## config.mk

```make
export PLATFORM = sky130hd
export DESIGN_NAME = url_percent_decoder
export DESIGN_NICKNAME = d
export VERILOG_FILES = /design/src/hw/rtl/upd_pkg.sv /design/src/hw/rtl/upd_cfg_regs.sv /design/src/hw/rtl/upd_step.sv /design/src/hw/rtl/url_percent_decoder.sv
export VERILOG_INCLUDE_DIRS = /design/src /design/src/hw/rtl
export SDC_FILE = /design/constraint.sdc
export NUM_CORES = 1
export LEC_CHECK = 0
export ABC_AREA = 1
export BUFFER_PORTS_ARGS = -buffer_cell sky130_fd_sc_hd__buf_2
export CAP_MARGIN = 20
export CELL_PAD_IN_SITES_DETAIL_PLACEMENT = 2
export CELL_PAD_IN_SITES_GLOBAL_PLACEMENT = 2
export CORE_MARGIN = 1.5
export CORE_UTILIZATION = 36
export CTS_CLUSTER_DIAMETER = 30
export CTS_CLUSTER_SIZE = 28
export DETAILED_ROUTE_END_ITERATION = 7
export HOLD_SLACK_MARGIN = 0.02
export PLACE_DENSITY_LB_ADDON = 0.1
export SETUP_SLACK_MARGIN = 0.2
export SLEW_MARGIN = 25
export SYNTH_ARGS = -nofsm -noshare
export SYNTH_HDL_FRONTEND = slang
export SYNTH_SLANG_ARGS = --single-unit
```

## constraint.sdc

```tcl
create_clock -name aclk -period 12.4 [get_ports aclk]
set_clock_uncertainty 0.2 [all_clocks]
set_input_delay 2.48 -clock aclk [delete_from_list [all_inputs] [get_ports aclk]]
set_output_delay 2.48 -clock aclk [all_outputs]
set_load 0.01 [all_outputs]
```

## src/hw/rtl/url_percent_decoder_assert.svh

```systemverilog
// ----------------------------------------------------------------------------
// URL percent decoder assertion macros
// Shorthands for the concurrent checks at the end of the top level.
// ----------------------------------------------------------------------------
`ifndef URL_PERCENT_DECODER_ASSERT_SVH
`define URL_PERCENT_DECODER_ASSERT_SVH

// Check that is switched off while the reset is asserted.
`define UPD_ASSERT_RST(label, clk, rstn, prop, msg) \
    label: assert property (@(posedge clk) disable iff (!rstn) prop) \
        else $error(msg);

// Check that holds at every clock edge, reset included.
`define UPD_ASSERT_ALWAYS(label, clk, prop, msg) \
    label: assert property (@(posedge clk) prop) else $error(msg);

`endif

```

## src/hw/rtl/upd_pkg.sv

```systemverilog
// ----------------------------------------------------------------------------
// URL percent decoder package
// Shared types, character codes, the safe-character table and hex decoding.
// ----------------------------------------------------------------------------
`default_nettype none

package upd_pkg;

    // Character codes with a special meaning.
    localparam logic [7:0] CH_PCT   = 8'h25;
    localparam logic [7:0] CH_PLUS  = 8'h2B;
    localparam logic [7:0] CH_SPACE = 8'h20;

    // Configuration register indexes (byte address is 8 times the index).
    localparam logic [2:0] REG_OUTPUT_LIMIT   = 3'd0;
    localparam logic [2:0] REG_ALLOW_MASK_LO  = 3'd1;
    localparam logic [2:0] REG_ALLOW_MASK_MID = 3'd2;
    localparam logic [2:0] REG_ALLOW_MASK_HI  = 3'd3;
    localparam logic [2:0] REG_ALLOW_MASK_TOP = 3'd4;

    localparam int APB_ADDR_W = 6;
    localparam int APB_DATA_W = 64;
    localparam int OUT_CNT_W  = 16;

    // One bit per byte value: space ! $ ' ( ) * , - . 0-9 A-Z _ a-z.
    localparam logic [255:0] SAFE_MASK = {
        64'h0000_0000_0000_0000,
        64'h0000_0000_0000_0000,
        64'h07FF_FFFE_87FF_FFFE,
        64'h03FF_7793_0000_0000
    };

    // Configuration seen by the decode logic.
    typedef struct packed {
        logic [15:0]  output_limit;
        logic [255:0] allow_mask;
    } cfg_t;

    // One result of a decode step.
    typedef struct packed {
        logic                 valid;
        logic                 data_valid;
        logic [7:0]           decoded_byte;
        logic                 done_res;
        logic                 success;
        logic [OUT_CNT_W-1:0] consumed_count;
        logic [OUT_CNT_W-1:0] produced_count;
    } result_t;

    // Hex digit value in the low four bits; the top bit flags a bad digit.
    function automatic logic [4:0] hex_value(input logic [7:0] c);
        logic [4:0] v;
        v = 5'h10;
        if (c >= 8'h30 && c <= 8'h39) begin
            v = {1'b0, c[3:0]};
        end else if ((c >= 8'h41 && c <= 8'h46) || (c >= 8'h61 && c <= 8'h66)) begin
            v = {1'b0, c[3:0] + 4'd9};
        end
        return v;
    endfunction

endpackage

`default_nettype wire

```

## src/hw/rtl/upd_cfg_regs.sv

```systemverilog
// ----------------------------------------------------------------------------
// URL percent decoder configuration registers
// APB-style register file for the output limit and the 256-bit allow mask.
// ----------------------------------------------------------------------------
`default_nettype none

module upd_cfg_regs (
    input  wire logic                          aclk,
    input  wire logic                          aresetn,
    input  wire logic                          psel,
    input  wire logic                          penable,
    input  wire logic                          pwrite,
    input  wire logic [upd_pkg::APB_ADDR_W-1:0] paddr,
    input  wire logic [upd_pkg::APB_DATA_W-1:0] pwdata,
    output logic      [upd_pkg::APB_DATA_W-1:0] prdata,
    output logic                               pready,
    output upd_pkg::cfg_t                      cfg
);

    logic [15:0] limit_reg;
    logic [63:0] mask_lo_reg;
    logic [63:0] mask_mid_reg;
    logic [63:0] mask_hi_reg;
    logic [63:0] mask_top_reg;
    logic [2:0]  reg_index;
    logic        wr_en;

    assign pready    = 1'b1;
    assign reg_index = paddr[5:3];
    assign wr_en     = psel & penable & pwrite & pready;

    // Register writes during the access cycle.
    always_ff @(posedge aclk) begin
        if (!aresetn) begin
            limit_reg    <= 16'hFFFF;
            mask_lo_reg  <= '0;
            mask_mid_reg <= '0;
            mask_hi_reg  <= '0;
            mask_top_reg <= '0;
        end else if (wr_en) begin
            unique case (reg_index)
                upd_pkg::REG_OUTPUT_LIMIT:   limit_reg    <= pwdata[15:0];
                upd_pkg::REG_ALLOW_MASK_LO:  mask_lo_reg  <= pwdata;
                upd_pkg::REG_ALLOW_MASK_MID: mask_mid_reg <= pwdata;
                upd_pkg::REG_ALLOW_MASK_HI:  mask_hi_reg  <= pwdata;
                upd_pkg::REG_ALLOW_MASK_TOP: mask_top_reg <= pwdata;
                default: ;
            endcase
        end
    end

    // Read-back multiplexer.
    always_comb begin
        unique case (reg_index)
            upd_pkg::REG_OUTPUT_LIMIT:   prdata = {48'b0, limit_reg};
            upd_pkg::REG_ALLOW_MASK_LO:  prdata = mask_lo_reg;
            upd_pkg::REG_ALLOW_MASK_MID: prdata = mask_mid_reg;
            upd_pkg::REG_ALLOW_MASK_HI:  prdata = mask_hi_reg;
            upd_pkg::REG_ALLOW_MASK_TOP: prdata = mask_top_reg;
            default:                     prdata = '0;
        endcase
    end

    assign cfg.output_limit = limit_reg;
    assign cfg.allow_mask   = {mask_top_reg, mask_hi_reg, mask_mid_reg, mask_lo_reg};

endmodule

`default_nettype wire

```

## src/hw/rtl/upd_step.sv

```systemverilog
// ----------------------------------------------------------------------------
// URL percent decoder step logic
// Decodes one source byte against the buffer state and updates that state.
// ----------------------------------------------------------------------------
`default_nettype none

module upd_step #(
    parameter int COUNT_WIDTH = 16
) (
    input  wire logic          aclk,
    input  wire logic          aresetn,
    input  wire upd_pkg::cfg_t cfg,
    input  wire logic [7:0]    src_byte,
    input  wire logic          src_last,
    input  wire logic          advance,
    output upd_pkg::result_t   res
);

    localparam int CMP_W = (COUNT_WIDTH > 16) ? COUNT_WIDTH : 16;
    localparam int EXT_W = COUNT_WIDTH + 16;

    // Escape phase codes.
    localparam logic [1:0] ESC_IDLE = 2'd0;
    localparam logic [1:0] ESC_HI   = 2'd1;
    localparam logic [1:0] ESC_LO   = 2'd2;

    logic [1:0]             esc_reg,  esc_next;
    logic [3:0]             nib_reg,  nib_next;
    logic [COUNT_WIDTH-1:0] cons_reg, cons_next;
    logic [COUNT_WIDTH-1:0] prod_reg, prod_next;
    logic                   halt_reg, halt_next;

    logic [COUNT_WIDTH:0]   prod_sum;
    logic [COUNT_WIDTH:0]   cons_sum;
    logic [COUNT_WIDTH-1:0] prod_inc;
    logic [COUNT_WIDTH-1:0] cons_inc;
    logic [1:0]             used;
    logic [4:0]             hexv;
    logic                   allowed;
    logic                   limit_met;
    logic                   limit_hit;
    logic                   produce;
    logic                   done;
    logic                   ok;
    logic [7:0]             byte_out;
    logic [EXT_W-1:0]       cons_ext;
    logic [EXT_W-1:0]       prod_ext;

    assign hexv      = upd_pkg::hex_value(src_byte);
    assign allowed   = upd_pkg::SAFE_MASK[src_byte] | cfg.allow_mask[src_byte];
    assign limit_met = CMP_W'(prod_reg) >= CMP_W'(cfg.output_limit);

    // Saturating count updates.
    assign prod_sum = {1'b0, prod_reg} + (COUNT_WIDTH+1)'(1);
    assign cons_sum = {1'b0, cons_reg} + (COUNT_WIDTH+1)'(used);
    assign prod_inc = prod_sum[COUNT_WIDTH] ? '1 : prod_sum[COUNT_WIDTH-1:0];
    assign cons_inc = cons_sum[COUNT_WIDTH] ? '1 : cons_sum[COUNT_WIDTH-1:0];
    assign limit_hit = CMP_W'(prod_inc) >= CMP_W'(cfg.output_limit);

    // Decode of one source byte.
    always_comb begin
        esc_next  = esc_reg;
        nib_next  = nib_reg;
        cons_next = cons_reg;
        prod_next = prod_reg;
        halt_next = halt_reg;
        produce   = 1'b0;
        done      = 1'b0;
        ok        = 1'b0;
        byte_out  = 8'h00;
        used      = 2'd0;

        if (!halt_reg) begin
            if (esc_reg == ESC_IDLE) begin
                if (limit_met) begin
                    done = 1'b1;
                    ok   = 1'b1;
                end else if (src_byte == upd_pkg::CH_PCT) begin
                    if (src_last) begin
                        done = 1'b1;
                        ok   = 1'b1;
                    end else begin
                        esc_next = ESC_HI;
                    end
                end else if (src_byte == upd_pkg::CH_PLUS) begin
                    produce  = 1'b1;
                    byte_out = upd_pkg::CH_SPACE;
                    used     = 2'd1;
                end else if (allowed) begin
                    produce  = 1'b1;
                    byte_out = src_byte;
                    used     = 2'd1;
                end else begin
                    done = 1'b1;
                    ok   = (prod_reg != '0);
                end
            end else begin
                if (hexv[4]) begin
                    done = 1'b1;
                    ok   = (prod_reg != '0);
                end else if (esc_reg == ESC_HI) begin
                    if (src_last) begin
                        done = 1'b1;
                        ok   = 1'b1;
                    end else begin
                        nib_next = hexv[3:0];
                        esc_next = ESC_LO;
                    end
                end else begin
                    produce  = 1'b1;
                    byte_out = {nib_reg, hexv[3:0]};
                    used     = 2'd3;
                end
            end

            // A produced byte advances the totals and may end the buffer.
            if (produce) begin
                prod_next = prod_inc;
                cons_next = cons_inc;
                esc_next  = ESC_IDLE;
                nib_next  = 4'h0;
                if (limit_hit || src_last) begin
                    done = 1'b1;
                    ok   = 1'b1;
                end
            end
            if (!produce && !done && src_last) begin
                done = 1'b1;
                ok   = 1'b1;
            end
            if (done && !src_last) begin
                halt_next = 1'b1;
            end
        end

        // The last byte of a buffer rearms the block once it has finished.
        if (src_last && (halt_reg || done)) begin
            esc_next  = ESC_IDLE;
            nib_next  = 4'h0;
            cons_next = '0;
            prod_next = '0;
            halt_next = 1'b0;
        end
    end

    // Buffer state.
    always_ff @(posedge aclk) begin
        if (!aresetn) begin
            esc_reg  <= ESC_IDLE;
            nib_reg  <= 4'h0;
            cons_reg <= '0;
            prod_reg <= '0;
            halt_reg <= 1'b0;
        end else if (advance) begin
            esc_reg  <= esc_next;
            nib_reg  <= nib_next;
            cons_reg <= cons_next;
            prod_reg <= prod_next;
            halt_reg <= halt_next;
        end
    end

    // Result fields; the counts report the totals after this byte.
    assign cons_ext = EXT_W'(produce ? cons_inc : cons_reg);
    assign prod_ext = EXT_W'(produce ? prod_inc : prod_reg);

    assign res.valid          = produce | done;
    assign res.data_valid     = produce;
    assign res.decoded_byte   = byte_out;
    assign res.done_res       = done;
    assign res.success        = done & ok;
    assign res.consumed_count = done ? cons_ext[15:0] : 16'h0000;
    assign res.produced_count = done ? prod_ext[15:0] : 16'h0000;

endmodule

`default_nettype wire

```

## src/hw/rtl/url_percent_decoder.sv

```systemverilog
// ----------------------------------------------------------------------------
// URL percent decoder
// Streaming decoder of percent-escaped URL text, one source byte per clock unless s_tready drops.
// ----------------------------------------------------------------------------
// Usage:
//   Source bytes enter on the s_ stream, with s_tlast on a buffer's final byte.
//   Each byte that decodes to an output byte or finishes the buffer gives one
//   request on the m_ stream: m_tuser says a decoded byte is present, m_tlast
//   marks the buffer's done result, which carries success and both counts.
//   A "%hh" escape gives its byte on the second hex digit.
//   Throughput: one byte per clock unless s_tready drops, set by the single
//   decode step between the input register and the result register.
//   An accepted byte waits in the input register; its result is then captured
//   in the result register, which drives m_tvalid.
//   When the receiver stalls, the result register holds and the input register
//   still takes a byte; bytes without a result keep flowing, and s_tready
//   drops only when a byte with a result finds the result register full.
//   Reset clears the valid flags of both registers and the buffer state and
//   loads the register reset values (output limit 65535, empty allow mask).
//   The user writes the APB port only while the stream is idle; the block itself does not enforce this.
// ----------------------------------------------------------------------------
`default_nettype none

`include "url_percent_decoder_assert.svh"

module url_percent_decoder #(
    parameter int COUNT_WIDTH = 16
) (
    input  wire logic        aclk,
    input  wire logic        aresetn,
    // Source stream.
    input  wire logic        s_tvalid,
    output logic             s_tready,
    input  wire logic [7:0]  s_tdata,   // [7:0] src_byte
    input  wire logic        s_tlast,   // src_last
    // Result stream.
    output logic             m_tvalid,
    input  wire logic        m_tready,
    output logic [47:0]      m_tdata,   // [7:0] decoded_byte, [8] success,
                                        // [24:9] consumed_count,
                                        // [40:25] produced_count, [47:41] zero
    output logic             m_tuser,   // data_valid
    output logic             m_tlast,   // done_res
    // Configuration port.
    input  wire logic        psel,
    input  wire logic        penable,
    input  wire logic        pwrite,
    input  wire logic [5:0]  paddr,
    input  wire logic [63:0] pwdata,
    output logic [63:0]      prdata,
    output logic             pready
);

    upd_pkg::cfg_t    cfg;
    upd_pkg::result_t res;

    logic       in_valid_reg;
    logic [7:0] in_byte_reg;
    logic       in_last_reg;
    logic       out_valid_reg;
    logic [7:0] out_byte_reg;
    logic       out_dv_reg;
    logic       out_done_reg;
    logic       out_ok_reg;
    logic [15:0] out_cons_reg;
    logic [15:0] out_prod_reg;
    logic       out_free;
    logic       advance;

    // Configuration registers.
    upd_cfg_regs u_cfg (
        .aclk    (aclk),
        .aresetn (aresetn),
        .psel    (psel),
        .penable (penable),
        .pwrite  (pwrite),
        .paddr   (paddr),
        .pwdata  (pwdata),
        .prdata  (prdata),
        .pready  (pready),
        .cfg     (cfg)
    );

    // Decode step on the byte in the input register.
    upd_step #(
        .COUNT_WIDTH (COUNT_WIDTH)
    ) u_step (
        .aclk     (aclk),
        .aresetn  (aresetn),
        .cfg      (cfg),
        .src_byte (in_byte_reg),
        .src_last (in_last_reg),
        .advance  (advance),
        .res      (res)
    );

    // Flow control: a byte moves on unless its result meets a full register.
    assign out_free = !out_valid_reg || m_tready;
    assign advance  = in_valid_reg && (!res.valid || out_free);
    assign s_tready = !in_valid_reg || advance;

    // Input register.
    always_ff @(posedge aclk) begin
        if (!aresetn) begin
            in_valid_reg <= 1'b0;
        end else if (s_tready) begin
            in_valid_reg <= s_tvalid;
        end
    end

    always_ff @(posedge aclk) begin
        if (s_tready && s_tvalid) begin
            in_byte_reg <= s_tdata;
            in_last_reg <= s_tlast;
        end
    end

    // Result register.
    always_ff @(posedge aclk) begin
        if (!aresetn) begin
            out_valid_reg <= 1'b0;
        end else if (advance && res.valid) begin
            out_valid_reg <= 1'b1;
        end else if (m_tready) begin
            out_valid_reg <= 1'b0;
        end
    end

    always_ff @(posedge aclk) begin
        if (advance && res.valid) begin
            out_byte_reg <= res.decoded_byte;
            out_dv_reg   <= res.data_valid;
            out_done_reg <= res.done_res;
            out_ok_reg   <= res.success;
            out_cons_reg <= res.consumed_count;
            out_prod_reg <= res.produced_count;
        end
    end

    assign m_tvalid = out_valid_reg;
    assign m_tuser  = out_dv_reg;
    assign m_tlast  = out_done_reg;
    assign m_tdata  = {7'b0, out_prod_reg, out_cons_reg, out_ok_reg, out_byte_reg};

    // Every result carries a byte or finishes the buffer.
    `UPD_ASSERT_RST(a_result_nonempty, aclk, aresetn, m_tvalid |-> (m_tuser || m_tlast), "result with neither byte nor done")
    // Status fields are zero on a result that does not finish the buffer.
    `UPD_ASSERT_RST(a_status_on_done, aclk, aresetn, (m_tvalid && !m_tlast) |-> (m_tdata[40:8] == 33'd0), "status set without done")
    // A result without a byte carries a zero byte.
    `UPD_ASSERT_RST(a_byte_zero, aclk, aresetn, (m_tvalid && !m_tuser) |-> (m_tdata[7:0] == 8'h00), "byte set without data_valid")
    // Reset leaves no result pending and the input open.
    `UPD_ASSERT_ALWAYS(a_reset_clear, aclk, !aresetn |=> (!m_tvalid && s_tready), "reset left stale state")

endmodule

`default_nettype wire
```

Word-level counts from Yosys, hierarchy flattened
Memories as Yosys holds them, arrays and structs flattened. A register that Yosys moved wholly into a read port is not among the register bits.
Cells that the tools add are included.
{"block": "word_totals", "input_bits": 86, "output_inout_bits": 117, "elab_cells": 176, "mem_bits_ro": 256, "n_memories": 1, "regBits": 365}
{"memory": "(name not given)", "depth": 256, "word_bits": 1, "read_ports": 1, "rd_ports_with_merged_regs": 1, "write_ports": 0, "line": "upd_step.sv:50", "text": "assign allowed = upd_pkg::SAFE_MASK[src_byte] | cfg.allow_mask[src_byte];"}
{"block": "classes", "n_mux": 87, "magnitude_cmp": 9, "n_bitwise": 5, "n_reduce_logical": 37, "eq_ne": 14, "n_addsub": 3}
{"cell": "64-bit case mux with 5 select lines", "n": 1}
{"cell": "16-bit two-way mux", "n": 10}
{"cell": "8-bit two-way mux", "n": 8}
{"cell": "1-bit two-way mux", "n": 41}
{"cell": "2-bit two-way mux", "n": 17}
{"cell": "16-bit >= comparator", "n": 2}
{"cell": "4-bit two-way mux", "n": 7}
{"cell": "16-bit by 1-bit adder with 17-bit output (second input constant)", "n": 1}
{"cell": "16-bit by 2-bit adder with 17-bit output", "n": 1}
{"cell": "8-bit by 6-bit equality test with 1-bit output (second input constant)", "n": 2}
{"cell": "8-bit by 7-bit >= comparator with 1-bit output (second input constant)", "n": 2}
{"cell": "8-bit by 7-bit less-or-equal comparator with 1-bit output (second input constant)", "n": 2}
{"cell": "16-bit nonzero test", "n": 1}
{"cell": "4-bit != test (second input constant)", "n": 3}
{"cell": "1-bit logical AND", "n": 10}
{"cell": "5-bit two-way mux", "n": 2}
{"cell": "2-bit AND reduction", "n": 5}
{"cell": "8-bit by 9-bit < comparator with 1-bit output (second input constant)", "n": 1}
{"cell": "1-bit binary-select mux with 8-bit select", "n": 1}
{"cell": "8-bit by 6-bit >= comparator with 1-bit output (second input constant)", "n": 1}
{"cell": "8-bit by 6-bit less-or-equal comparator with 1-bit output (second input constant)", "n": 1}
{"cell": "7-bit AND reduction", "n": 1}
{"cell": "3-bit by 2-bit equality test with 1-bit output (second input constant)", "n": 2}
{"cell": "1-bit logical NOT", "n": 6}
{"cell": "17 further kinds", "n": 27}

Logic depth before layout (Yosys ltp)
Gate-level depths: netlist of the first run.
{"block": "logic_depth", "word_depth": 24, "ltp_mapped": 37, "mapped_depth_nobuf": 34}

Hierarchy
A second synthesis of the first run with hierarchy kept.
{"block": "hier_totals", "cells_unflattened": 3705, "area_unflattened_um2": 22233.8}
{"mod": "upd_cfg_regs", "n_inst": 1, "seq_area_each_um2": 5445.2, "area_per_inst_um2": 13176.4, "cells_each": 2166}
{"mod": "upd_step", "n_inst": 1, "seq_area_each_um2": 780.7, "area_per_inst_um2": 7310.8, "cells_each": 1459}
{"mod": "url_percent_decoder", "n_inst": 1, "seq_area_each_um2": 1601.5, "area_per_inst_um2": 1746.7, "cells_each": 80}

Least setup slack after synthesis of the first run
OpenSTA, ideal clock, no wires.
{"block": "synth_path", "path_kind": "input-to-output", "startpoint": "input paddr[4]", "endpoint": "output prdata[18]", "setup_slack_ps": 5864, "n_path_buf": 2, "required_time_ps": 9720, "t_arrival_ps": 3856, "cell_stages": 5, "cell_sequence": "nor3_1 -> inv_1 -> clkbuf_1 -> clkbuf_1 -> o2111ai_1"}
{"block": "synth_between", "elab_chain_cells": 2, "elab_cells_between_ends": 6, "cone_classes": "eq/ne (4); mux (1); reduce/logical (1)"}
{"item": "start, declared", "line": "url_percent_decoder.sv:48", "text": "input wire logic [5:0] paddr,"}
{"item": "3-bit equality test (tied with other cells)", "line": "upd_cfg_regs.sv:54", "text": "unique case (reg_index)"}
{"item": "64-bit case mux with 5 select lines *", "line": "upd_cfg_regs.sv:54"}
{"item": "end, declared", "line": "url_percent_decoder.sv:50", "text": "output logic [63:0] prdata,"}
Mark *: on every way between the ends. The rest lies on a longest branch, timed or not.

Worst setup path in the final report of the first run
{"block": "layout_path", "startpoint": "register in_byte_reg[0]", "endpoint": "register u_step.cons_reg[15]"}
{"block": "layout_between", "elab_chain_cells": 22, "elab_cells_between_ends": 62, "cone_classes": "add/sub (1); order compare (6); eq/ne (3); mux (35); bitwise (2); reduce/logical (15)"}
{"item": "start, declared", "line": "url_percent_decoder.sv:58", "text": "logic [7:0] in_byte_reg;"}
{"item": "start signal, assigned", "line": "url_percent_decoder.sv:113", "text": "in_byte_reg <= s_tdata;"}
{"item": "parallel branches: the longest is 22 deep, another holds 16-bit by 2-bit adder with 17-bit output"}
{"item": "end signal, assigned", "line": "upd_step.sv:157", "text": "cons_reg <= cons_next;"}
{"item": "end, declared", "line": "upd_step.sv:29", "text": "logic [COUNT_WIDTH-1:0] cons_reg, cons_next;"}
Several ways; the timed one is not identified. The select of a mux whose other input is x is not followed.
A chain may end at the register's enable or synchronous reset.

==> key figures, run 1 <==
STA
  – Worst slew pin tran: about 1.0 ns
  – RSZ-0062 raised after global routing: no
  – Final Critical Period: slightly below 8 ns
  – Final Cycle Share: 0.637
  – Final Max Tran Viols: 0
  – F_max: 0.127 GHz
  – TNS Setup: 0 ns
  – # setup viols final: 0
  – Final hold violations: 0
  – Rel. slew slack: 0.317

Final layout
  – Final core utilization: 0.459
  – Final net count: between 3000 and 4000
  – Layout cells sized above 1: 0.159
  – Area delta synth->final: 26.1%

Clock tree
  – Post-cts resize count: 0
  – Setup Buffers After CTS: 0
  – CTS sink cnt: about 370
  – Clk Latency, worst-skew pair: ~0.65 ns
  – Worst-path clk slew: ~0.040 ns
  – Clk root buf: clkbuf_16
  – Hold_buf cts: 0
  – Clk buf depth: 3
  – Cts bufs inserted: between 100 and 150
  – CTS H-tree lvls: 3
  – CTS tree: built

Pwr
  – Seq pwr share: 0.274
  – Power per Cell Area: 189 nW/µm²
  – Internal power: about 3500 µW
  – Pwr Total: roughly 4700 µW
  – Sw frac: 0.256
  – Largest vdd supply drop: between 0.1 and 0.15 mV
  – Comb power frac: 0.090
  – Net Sw Power: 1190 µW
  – Clk network pwr share: 0.636
  – Pleak: 0.0107 µW

Setup path
  – Slowest stage cell, crit path: buf_4
  – FF-to-FF path depth: 27
  – Critical Path Sink Type: register
  – Crit path buf inv count: 10
  – Worst-path fanout max: 70
  – Startpoint types: register
  – CP Class: register to register
  – Critical Path Stages: 27
  – CP Data Required Time: 12.74 ns
  – Top delay family on crit path: simple AND/OR/NAND/NOR gates
  – Crit-path max cell delay: 0.82 ns
  – Most frequent cell on the critical path: inv_1
  – WP data arrival: between 8 and 9 ns

Min path
  – Hold Crit Class: register to register
  – Hold Path Cell Cnt: 2

Yosys
  – Syn_area_per_cell: 7.10 µm²
  – Post-Synthesis Cells: 2751
  – Cell area after synthesis: 19500 µm²
  – FFs w/ async S/R, synth: 0
  – Post-synth EDFFs: 52
  – Post-synth cell types: 57
  – Seq cells post-synth: 366
  – Synth Flop Type: dfxtp_1
  – Yosys warning total: 0
  – Sequential share of the synthesized area: 0.402

Route
  – Detailed Route WL: 87.3 mm
  – DR pass1 iterations: 5
  – Via density: around 5.6
  – DRC Markers: 0
  – Drt wl/cell: around 24 µm
  – Post-route ant nets: 0
  – Via count: 20806
  – DR iter-0 viols: between 1000 and 1500

Floorplan
  – Height of the die: approximately 240 µm
  – Core area: 53700 µm²
  – Starting Density: 0.364
  – Die width: between 200 and 250 µm
  – IO Pins: between 200 and 250
  – Row Count: 85
  – Die area: 55700 µm²

Placed design
  – Final Wtd Congestion: slightly above 0.8
  – PortBufs: 191
  – HPWL Detailed: between 50 and 60 mm

Run status
  – Run status: finished clean

Flow run
  – # Max-Cap Violations: 0

Global routing
  – Initial antenna violation count: 6
  – Total track usage: 0.311
  – Number of global-route vias before repair: 23480
  – Largest net degree at the start of global routing: approximately 110
  – Total gr overflow: 0
  – Global-route wire length before repair: roughly 140 mm
## cells by family after synthesis
logic type      share of synthesized area
fa+ha+maj                          0.0279
flops                               0.402
compound gates                      0.247
buf+inv                             0.106
simple gates                        0.210
other cells                      0.000384
xor+xnor                          0.00673
## cells in the final DEF (no fill, tap or decap), types with 4 or more instances in the layout
master	instances
nand2_1	540
o21ai_0	348
a21oi_1	316
dfxtp_1	314
inv_1	279
nor2_1	253
buf_2	190
nand3_1	133
clkbuf_16	114
edfxtp_1	52
ha_1	42
clkinv_2	33
buf_4	32
o22ai_1	31
a221o_1	29
a211oi_2	21
clkbuf_8	20
o2111ai_1	18
clkbuf_1	18
o211ai_1	16
nand4_1	16
bufinv_16	16
o21ai_1	15
xor2_1	15
nor3_1	14
a221oi_1	13
nor4_1	10
clkinv_1	10
inv_2	8
conb_1	8
nor2_2	7
or2_2	6
diode_2	5
a211oi_1	5
a31oi_1	5
nor3_2	4
o21a_1	4
## worst paths after layout
kind,startpoint,endpoint,slack [ns]
min reg2reg,u_cfg.mask_hi_reg[4],u_cfg.mask_hi_reg[4],0.27
max reg2reg,in_byte_reg[0],u_step.cons_reg[15],4.50
max,in_byte_reg[0],u_step.cons_reg[15],4.50
min,u_cfg.mask_hi_reg[4],u_cfg.mask_hi_reg[4],0.27
## final cells by class
| class | instances | area (µm²) |
|---|---|---|
| sequential | 366 | 7850 |
| multi-input combinational | 1903 | 9660 |
| antenna | 5 | 12.5 |
| inverter | 294 | 1110 |
| fill | 6110 | 29100 |
| clock inverter | 58 | 737 |
| timing repair buffer | 223 | 1200 |
| clock buffer | 152 | 3200 |
| tap | 696 | 871 |
## power by group through the flow
| stage | clock (µW) | sequential [µW] | combinational [µW] |
|---|---|---|---|
| 5_1_grt | 3060 | 1280 | 455 |
| 3_5_place_dp | 0 | 1300 | 401 |
| 6_report | 2960 | 1280 | 418 |
| 3_3_place_gp | 0 | 1290 | 383 |
| 4_1_cts | 2990 | 1280 | 416 |
| 2_1_floorplan | 0 | 1290 | 251 |
## worst register-to-register path: stages (launching register included)
cell and delay, ns:
edfxtp_1 0.39, buf_4 0.34, inv_4 0.56, buf_4 0.82, ha_1 0.31, inv_1 0.06, a31oi_1 0.28, inv_1 0.16
nand2_1 0.16, inv_1 0.10, nor2_1 0.37, nor2_8 0.10, nor2_2 0.11, buf_4 0.43, ha_1 0.28, inv_1 0.06
fa_1 0.41, or2_2 0.34, nor2_1 0.31, inv_1 0.09, nor2_1 0.14, inv_1 0.08, nor4_1 0.49, nand4_1 0.35
or2_2 0.39, nand3_1 0.14, a21oi_1 0.08, a211oi_1 0.24
## per-stage QoR
step	instance area, µm²	cells	setup slack, ns	hold slack [ns]
2_1_floorplan	19600	2757	5.86	0.239
3_3_place_gp	20700	3482	4.88	0.256
3_5_place_dp	20700	3482	4.79	0.270
4_1_cts	24600	3692	4.65	0.275
5_1_grt	24600	3696	4.03	0.296
6_report	24600	3697	4.50	0.273
## cells in the mapped netlist (15+ instances only)
cell type,n,area share
a21oi_1,316,0.081
nand2_1,540,0.10
nand4_1,16,0.0051
nand3_1,133,0.034
dfxtp_1,314,0.32
o22ai_1,31,0.0099
nor2_1,257,0.049
o2111ai_1,18,0.0081
o21ai_1,15,0.0038
o21ai_0,348,0.089
buf_2,29,0.0074
inv_1,284,0.055
a211oi_2,21,0.013
clkbuf_1,128,0.025
edfxtp_1,52,0.080
buf_4,18,0.0069
xor2_1,15,0.0067
a221o_1,29,0.015
ha_1,42,0.027
nor3_1,17,0.0044
o211ai_1,16,0.0061
## routing by layer
metal	vias up	part of all wire	global-route usage
met2	498	0.49	0.534
met3	183	0.040	0.0535
met1	10558	0.44	0.383
met5	-	0.00017	0
met4	2	0.035	0.130
li1	9565	-	-
Power figures use the tool's default switching activity.
==> run 2, diff against run 1 <==
Settings changed: CORE_UTILIZATION 36 to 34.
Clock period 12.4 ns to 8.29 ns, I/O delays scaled along.
==> run 2 against run 1 <==
Setup slack worse by 3.3 ns. Die area rose by 5.8%. Fmax grew 12%. Via count decreased by 0.72%. First-iteration DRC count is 3.3% lower. Critical path depth grew 4. Worst hold slack got worse by 0.0015 ns. Combinational power rose by 48%. Clock-buffer cell count is 5 higher. Sequential share of layout area shrank 0.17 points. Core utilization is 2.1 points lower. Critical endpoint is now out_cons_reg[14]. Largest power group unchanged.
==> key figures, run 2 (synthesis results as in run 1) <==
Clock tree
  – Post-cts resize count: 0
  – Hold_buf cts: 0
  – Clk Latency, worst-skew pair: approximately 0.66 ns
  – Clk root buf: clkbuf_16
  – CTS H-tree lvls: 3
  – Setup Buffers After CTS: 0
  – Clk buf depth: 3
  – CTS sink cnt: between 300 and 400
  – Worst-path clk slew: 0.05 ns
  – CTS tree: built
  – Cts bufs inserted: ~110

Setup path
  – FF-to-FF path depth: 31
  – Startpoint types: register
  – Reg2Reg Launch Point: in_byte_reg[1]
  – Top delay family on crit path: simple AND/OR/NAND/NOR gates
  – CP Data Required Time: roughly 8.5 ns
  – CP Launch Point: in_byte_reg[1]
  – Worst-path fanout max: 38
  – Crit path buf inv count: 7
  – R2R Path End: out_cons_reg[14]
  – Crit-path max cell delay: 0.74 ns
  – Critical Path Stages: 31
  – Critical Path Sink Type: register
  – Worst R2R Setup Slack: 1.22 ns
  – Crit path to: out_cons_reg[14]
  – Most frequent cell on the critical path: nand3_1
  – CP Class: register to register
  – Slowest stage cell, crit path: clkinv_2
  – WP data arrival: roughly 7.2 ns

STA
  – # setup viols final: 0
  – Final hold violations: 0
  – Final Cycle Share: 0.852
  – RSZ-0062 raised after global routing: no
  – Final Critical Period: about 7 ns
  – Final Max Tran Viols: 0
  – Rel. slew slack: 0.335
  – Worst slew pin tran: roughly 1 ns
  – Hold slack: approximately 0.27 ns
  – Final setup margin: around 1.2 ns
  – F_max: ~0.14 GHz
  – TNS Setup: 0 ns

Route
  – Via density: around 5.5
  – Drt wl/cell: around 23 µm
  – Via count: 20657
  – DRC Markers: 0
  – Detailed Route WL: about 86 mm
  – DR iter-0 viols: approximately 1100
  – Post-route ant nets: 0
  – DR pass1 iterations: 5

Floorplan
  – Die area: just under 60000 µm²
  – Height of the die: 243 µm
  – Row Count: between 80 and 90
  – Starting Density: 0.345
  – Die width: about 240 µm
  – IO Pins: 203
  – Core area: roughly 57000 µm²

Final layout
  – Area delta synth->final: 26.8%
  – FF/Latch Area: ~8000 µm²
  – Area of the multi-input gates: between 9000 and 10000 µm²
  – Fill cells: 6558
  – Most frequent cells in the layout: nand2_1, o21ai_0, a21oi_1
  – Most common cell after layout, fill and taps aside: nand2_1
  – Final net count: between 3000 and 4000
  – Layout cells sized above 1: 0.160
  – Cell area after layout: approximately 25000 µm²

Pwr
  – Largest vdd supply drop: ~0.17 mV
  – Pleak: ~0.011 µW
  – Power per Cell Area: between 200 and 300 nW/µm²

Placed design
  – Post-place setup slack: ~1.7 ns
  – HPWL Detailed: ~54 mm
  – Placed cell area: 20800 µm²
  – Final Wtd Congestion: roughly 0.81
  – PortBufs: roughly 190

Global routing
  – Total track usage: 0.290
  – Largest net degree at the start of global routing: 153
  – Initial antenna violation count: 6
  – Global-route wire length before repair: between 100 and 150 mm
  – Number of global-route vias before repair: 22760
  – Total gr overflow: 0

Min path
  – Hold Path Cell Cnt: 2
  – Hold Crit Class: register to register

Run status
  – Run status: finished clean

Flow run
  – # Max-Cap Violations: 0
run 2: how the worst min path moves through the flow:
stage                                      start                      to  slack, ns
after CTS                 u_cfg.mask_mid_reg[40]  u_cfg.mask_mid_reg[40]       0.28
after global placement      u_cfg.mask_hi_reg[4]    u_cfg.mask_hi_reg[4]       0.25
after global routing        u_cfg.mask_hi_reg[4]    u_cfg.mask_hi_reg[4]       0.30
final                     u_cfg.mask_mid_reg[40]  u_cfg.mask_mid_reg[40]       0.27
after floorplan             u_cfg.mask_lo_reg[2]    u_cfg.mask_lo_reg[2]       0.24
after detailed placement       u_step.nib_reg[2]       u_step.nib_reg[2]       0.27
run 2: routing by layer:
| layer | GRT usage | up-vias | wire length, µm | part of all wire |
|---|---|---|---|---|
| li1 | - | 9553 | - | - |
| met1 | 0.362 | 10527 | 38100 | 0.44 |
| met2 | 0.514 | 426 | 43100 | 0.50 |
| met3 | 0.0405 | 149 | 2860 | 0.033 |
| met4 | 0.0919 | 2 | 2090 | 0.024 |
| met5 | 0 | - | 13 | 0.00015 |
run 2: area by class of cell:
cell class	instances	share of cell area
multi-input cells	1903	0.390
flip-flops and latches	366	0.317
clock buffers	157	0.131
repair buffers	223	0.0496
inverters	294	0.0449
well taps	756	0.0382
clock inverters	50	0.0281
diodes	5	0.000505
run 2: power breakdown:
group / switching, µW / total, µW / leakage, µW / internal [µW]
clock network: 1290 / 4420 / 0.00192 / 3130
registers: 41.5 / 1910 / 0.00303 / 1870
logic: 452 / 618 / 0.00569 / 166
total: 1780 / 6950 / 0.0106 / 5170
run 2: per-stage QoR:
step	total power (µW)	utilization	instances
2_1_floorplan	2310	-	2757
3_3_place_gp	2520	0.367	3542
3_5_place_dp	2540	0.367	3542
4_1_cts	7000	0.437	3749
5_1_grt	7170	0.438	3754
6_report	6950	0.438	3754
run 2: worst reg2reg max path, delay by kind of cell (launching register included):
| family | cells | cell delay, ns |
|---|---|---|
| and+or+nand+nor | 21 | 3.52 |
| DFF | 1 | 0.37 |
| AOI/OAI and AO/OA | 1 | 0.07 |
| adders and majority gates | 2 | 0.59 |
| buffers and inverters | 7 | 2.02 |
